## config.mk

```make
export PLATFORM = sky130hd
export DESIGN_NAME = lpt_ctrl
export DESIGN_NICKNAME = d
export VERILOG_FILES = /design/src/hw/rtl/lpt_pkg.sv /design/src/hw/rtl/lpt_ctrl.sv
export SDC_FILE = /design/constraint.sdc
export NUM_CORES = 1
export LEC_CHECK = 0
export BUFFER_PORTS_ARGS = -buffer_cell sky130_fd_sc_hd__buf_2
export CORE_ASPECT_RATIO = 1.4
export CORE_MARGIN = 2
export CORE_UTILIZATION = 50
export DETAILED_ROUTE_END_ITERATION = 10
export PLACE_DENSITY = 0.7
export SETUP_SLACK_MARGIN = 0.5
export SKIP_CTS_REPAIR_TIMING = 1
export SLEW_MARGIN = 20
export SYNTH_ARGS = -nofsm -noshare
export SYNTH_HDL_FRONTEND = slang
export SYNTH_SLANG_ARGS = --single-unit
```

## constraint.sdc

```tcl
create_clock -name clk -period 7.75 [get_ports clk]
set_clock_uncertainty 0.15 [all_clocks]
set_input_delay 0.775 -clock clk [delete_from_list [all_inputs] [get_ports clk]]
set_output_delay 0.775 -clock clk [all_outputs]
set_load 0.005 [all_outputs]
```

## src/hw/rtl/lpt_pkg.sv

```systemverilog
`default_nettype none
package lpt_pkg;

  localparam int MAX_SAMPLES = 256;
  localparam int DATA_W      = 32;
  localparam int IDX_W       = $clog2(MAX_SAMPLES);
  localparam int CNT_W       = $clog2(MAX_SAMPLES + 1);
  localparam int COUNT_W     = 9;
  localparam int PROD_W      = $clog2(MAX_SAMPLES * 1000 + 1);

  localparam logic [PROD_W-1:0] PERMILLE_P50  = PROD_W'(500);
  localparam logic [PROD_W-1:0] PERMILLE_P99  = PROD_W'(990);
  localparam logic [PROD_W-1:0] PERMILLE_P999 = PROD_W'(999);
  localparam logic [PROD_W-1:0] PERMILLE_ONE  = PROD_W'(1000);

  localparam logic CMD_RECORD  = 1'b0;
  localparam logic CMD_SUMMARY = 1'b1;

  typedef enum logic [1:0] {
    ST_IDLE,
    ST_SCAN,
    ST_DONE
  } lpt_state_t;

  typedef struct packed {
    logic              insert;
    logic              rotate;
    logic [DATA_W-1:0] value;
  } lpt_chain_ctl_t;

endpackage
`default_nettype wire

```

## src/hw/rtl/lpt_ctrl.sv

```systemverilog
`default_nettype none
module lpt_ctrl
  import lpt_pkg::*;
(
  input  wire logic              clk,
  input  wire logic              rst,
  input  wire logic              in_valid,
  output logic                   in_ready,
  input  wire logic              command,
  input  wire logic [DATA_W-1:0] sample_in,
  input  wire logic [DATA_W-1:0] head_value,
  output lpt_chain_ctl_t         ctl,
  output logic                   out_valid,
  input  wire logic              out_ready,
  output logic [DATA_W-1:0]      median_ns,
  output logic [DATA_W-1:0]      pct99_ns,
  output logic [DATA_W-1:0]      pct999_ns,
  output logic [COUNT_W-1:0]     stored_count,
  output logic                   dropped_flag
);

  lpt_state_t        state, state_next;
  logic [CNT_W-1:0]  count;
  logic              overflow;
  logic [IDX_W-1:0]  step;
  logic [PROD_W-1:0] thr;
  logic [PROD_W-1:0] nk50, nk99, nk999;
  logic [DATA_W-1:0] cap50, cap99, cap999;
  logic              accept, load_out, full;
  logic              hit50, hit99, hit999;

  assign full = (count == CNT_W'(MAX_SAMPLES));

  assign hit50  = (thr < nk50)  && (nk50  <= thr + PERMILLE_ONE);
  assign hit99  = (thr < nk99)  && (nk99  <= thr + PERMILLE_ONE);
  assign hit999 = (thr < nk999) && (nk999 <= thr + PERMILLE_ONE);

  always_comb begin
    in_ready   = (state == ST_IDLE);
    accept     = in_valid && in_ready;
    load_out   = (state == ST_DONE) && (!out_valid || out_ready);
    ctl.insert = accept && (command == CMD_RECORD) && !full;
    ctl.rotate = (state == ST_SCAN);
    ctl.value  = sample_in;
    state_next = state;
    unique case (state)
      ST_IDLE: begin
        if (accept && (command == CMD_SUMMARY)) state_next = ST_SCAN;
      end
      ST_SCAN: begin
        if (step == IDX_W'(MAX_SAMPLES - 1)) state_next = ST_DONE;
      end
      ST_DONE: begin
        if (load_out) state_next = ST_IDLE;
      end
      default: state_next = ST_IDLE;
    endcase
  end

  always_ff @(posedge clk) begin
    if (rst) begin
      state <= ST_IDLE;
    end else begin
      state <= state_next;
    end
  end

  always_ff @(posedge clk) begin
    if (rst) begin
      count     <= '0;
      overflow  <= 1'b0;
      out_valid <= 1'b0;
    end else begin
      if (ctl.insert) count <= count + CNT_W'(1);
      if (accept && (command == CMD_RECORD) && full) overflow <= 1'b1;
      if (load_out) begin
        out_valid <= 1'b1;
      end else if (out_ready) begin
        out_valid <= 1'b0;
      end
    end
  end

  always_ff @(posedge clk) begin
    if (accept && (command == CMD_SUMMARY)) begin
      step   <= '0;
      thr    <= PROD_W'(MAX_SAMPLES - 1) * PERMILLE_ONE;
      nk50   <= PROD_W'(count) * PERMILLE_P50;
      nk99   <= PROD_W'(count) * PERMILLE_P99;
      nk999  <= PROD_W'(count) * PERMILLE_P999;
      cap50  <= '0;
      cap99  <= '0;
      cap999 <= '0;
    end else if (state == ST_SCAN) begin
      step <= step + IDX_W'(1);
      thr  <= thr - PERMILLE_ONE;
      if (hit50)  cap50  <= head_value;
      if (hit99)  cap99  <= head_value;
      if (hit999) cap999 <= head_value;
    end
  end

  always_ff @(posedge clk) begin
    if (load_out) begin
      median_ns    <= cap50;
      pct99_ns     <= cap99;
      pct999_ns    <= cap999;
      stored_count <= COUNT_W'(count);
      dropped_flag <= overflow;
    end
  end

endmodule
`default_nettype wire

```

==> reports/metrics.csv <==
stage;metric;value;unit
floorplan;die_w;159;µm
floorplan;die_y;222;µm
status;status;finished clean;
pwr;p_comb_share;17.6;%
cells_and_area;final_area;0.0188;mm²
detailed_routing;wl_per_cell;17.9;µm
clocking;cts-root-buf;clkbuf_16;
floorplan;die_area;0.0353;mm²
placement;place.gp.congestion;0.948;
detailed_routing;vias;11486;
detailed_routing;ant_nets;0;
detailed_routing;route.detailed.drc;0;
pwr;p_per_area;208;mW/mm²
worst_setup_path;required;7900;ps
yosys;ys_ff_latch;286;
pwr;power.switching;1.13;mW
clocking;path_clk_slew;60;ps
timing;final_max_slew_viol_count;0;
yosys;netlist_instances;1572;
pwr;sw_frac_of_total;28.8;%
floorplan;start_util;50.8;%
floorplan;io_pins;211;
placement;dp_slack;2510;ps
worst_setup_path;critPathLaunchType;register;
worst_setup_path;arrival;5400;ps
global_route;antenna_found_initial;0;
timing;fin_ws;2500;ps
global_route;overflow;0;
detailed_routing;drt_pass1_iterations;5;
pwr;p_leak;9.10;nW
pwr;clock_power_share;35.8;%
worst_setup_path;crit_type;register to register;
floorplan;coreArea;0.0333;mm²
placement;hpwl;29900;µm
pwr;cell_internal_pwr;2.79;mW
yosys;synth_fp_nets;1923;
timing;setup_tns;0;ps
timing;holdWs;264;ps
job;drv_cap;0;
timing;period_share;67.7;%
yosys;netlist_area;0.0169;mm²
clocking;cts_tree;yes;
cells_and_area;nets;2033;
timing;fmax;190;MHz
clocking;clock_latency;580;ps
clocking;cts_max_level;1;
placement;post_dp_cell_area;0.0178;mm²
hold_path;hold_path_class;register to register;
timing;setup_violations;0;
detailed_routing;viasPerCell;5.34;
cells_and_area;final_cell_mix;inv_1, ha_1, edfxtp_1, buf_2, dfxtp_1;
pwr;p_seq_share;46.6;%
yosys;synth_ff_type;edfxtp_1;
timing;min_period;5250;ps
yosys;async_reset_ff_share;0;%
clocking;cts.path.max_buffers;3;
detailed_routing;drt_iter0_drc;576;
pwr;ir_drop;0.000178;V
yosys;synth_edf_count;154;
timing;worst_pin_slew;1110;ps
global_route;grt_first_pass_wirelength;61800;µm
worst_setup_path;crit_fanout;12;
timing;relSlewSlack;26.3;%
cells_and_area;drive_gt1_share;12.8;%
clocking;cts_buffers;28;
yosys;synth.distinct_cells;65;
yosys;yosys_warnings;0;
pwr;finalPower;3.92;mW
yosys;yosysSeqAreaShare;43.0;%
worst_setup_path;worst_setup_path_end_kind;register;
global_route;grt_max_degree;77;
cells_and_area;antennaDiodeCount;0;
global_route;grt_pass1_vias;11905;
detailed_routing;drt-total-wl;38500;µm
timing;rsz0062_at_grt;false;
placement;port_buffers;146;
global_route;track_usage;21.9;%
yosys;syn_area_per_cell;10.8;µm²
cells_and_area;layout_commonest_cell;inv_1;
cells_and_area;area_growth;11.4;%
floorplan;rows;79;
clocking;cts.sinks;286;
timing;finalHoldViolations;0;
-- sequential cells by signal (all words and copies together), names as in the netlist --
| signal | flops |
|---|---|
| cap99 | 32 |
| step | 8 |
| pct999_ns | 32 |
| cap50 | 32 |
| overflow | 1 |
| nk50 | 15 |
| cap999 | 32 |
| nk99 | 15 |
| count | 9 |
| out_valid | 1 |
| median_ns | 32 |
| dropped_flag | 1 |
| stored_count | 9 |
| pct99_ns | 32 |
| state | 2 |
| nk999 | 18 |
| thr | 15 |
-- kinds of logic after synthesis --
kind of cell | Yosys count | synth area share [%]
fa+ha+maj | 282 | 24.3
flops | 286 | 43.0
xor+xnor | 70 | 3.63
mux | 65 | 3.85
buf+inv | 319 | 8.03
simple gates | 321 | 9.09
compound gates | 229 | 8.10
-- cells in the mapped netlist (2+ instances only) --
| cell | number | area (µm²) |
|---|---|---|
| fa_1 | 78 | 1560 |
| nand3b_1 | 4 | 30.0 |
| a2111oi_2 | 2 | 30.0 |
| xnor2_1 | 44 | 385 |
| clkbuf_2 | 3 | 15.0 |
| nor4_1 | 5 | 31.3 |
| nor3_1 | 16 | 80.1 |
| o31ai_1 | 2 | 15.0 |
| a21oi_1 | 89 | 445 |
| nand4_1 | 24 | 150 |
| inv_1 | 244 | 916 |
| buf_2 | 7 | 35.0 |
| o221ai_1 | 2 | 17.5 |
| and2_1 | 2 | 12.5 |
| nor3b_1 | 5 | 37.5 |
| and3_1 | 10 | 62.6 |
| xor2_1 | 26 | 228 |
| or3_1 | 9 | 56.3 |
| nor2b_1 | 7 | 43.8 |
| a211oi_1 | 11 | 82.6 |
| a41o_1 | 2 | 20.0 |
| ha_1 | 204 | 2550 |
| a21o_1 | 19 | 143 |
| nand2_1 | 111 | 417 |
| nor2_1 | 56 | 210 |
| or4_1 | 4 | 30.0 |
| nand2b_1 | 6 | 37.5 |
| a31oi_1 | 3 | 18.8 |
| a2111oi_0 | 2 | 17.5 |
| mux2i_1 | 65 | 651 |
| buf_1 | 2 | 7.51 |
| o21ai_0 | 69 | 345 |
| o211ai_1 | 7 | 52.6 |
| dfxtp_1 | 132 | 2640 |
| or2_2 | 2 | 12.5 |
| o21a_1 | 2 | 15.0 |
| o21ai_1 | 2 | 10.0 |
| edfxtp_1 | 154 | 4620 |
| o21bai_1 | 2 | 15.0 |
| a31o_2 | 2 | 17.5 |
| clkbuf_1 | 27 | 101 |
| and4_1 | 2 | 17.5 |
| nand3_1 | 53 | 265 |
| buf_4 | 33 | 248 |
-- critical path, stage by stage, from the launching register on --
cell	delay (ps)
dfxtp_1	650
inv_1	160
fa_1	560
inv_1	170
fa_1	580
inv_1	50
fa_1	470
fa_1	510
inv_1	50
ha_1	340
o21ai_0	290
o21bai_1	150
a31o_2	280
a221o_1	310
a21oi_1	170
xnor2_1	80
-- stage by stage --
| step | utilization, % | instances |
|---|---|---|
| after floorplan | - | 1572 |
| after global placement | 53.6 | 2097 |
| after detailed placement | 53.6 | 2097 |
| after CTS | 56.5 | 2149 |
| after global routing | 56.5 | 2149 |
| final | 56.5 | 2149 |
-- per-layer routing --
metal / track usage (%) / up-vias / wire length, µm
li1: - / 5565 / -
met5: 0 / - / 0
met1: 24.6 / 5476 / 14800
met2: 41.0 / 328 / 20300
met4: 10.0 / 0 / 1820
met3: 2.69 / 117 / 1590
-- worst paths after layout --
kind                  start           end  slack, ps  cells past startpoint
hold / removal    cap99[11]  pct99_ns[11]        260                      0
setup reg to reg   count[0]      nk50[17]       2500                     15
setup / recovery   count[0]      nk50[17]       2500                     15
hold reg to reg   cap99[11]  pct99_ns[11]        260                      0
-- final cells by class --
cell class | instances | area (µm²)
repair buffers | 154 | 791
clock inverters | 15 | 150
well taps | 445 | 557
fillers | 2872 | 14500
multi-input cells | 967 | 8310
inverters | 245 | 921
clock buffers | 37 | 828
flip-flops and latches | 286 | 7270
-- power by group through the flow --
stage | Combinational (mW) | Clock, mW | Sequential, mW
final | 0.690 | 1.41 | 1.83
after global routing | 0.787 | 1.49 | 1.84
after CTS | 0.690 | 1.43 | 1.83
after detailed placement | 0.683 | 0 | 1.86
after global placement | 0.646 | 0 | 1.86
after floorplan | 0.517 | 0 | 1.81
Power figures use the tool's default switching activity.
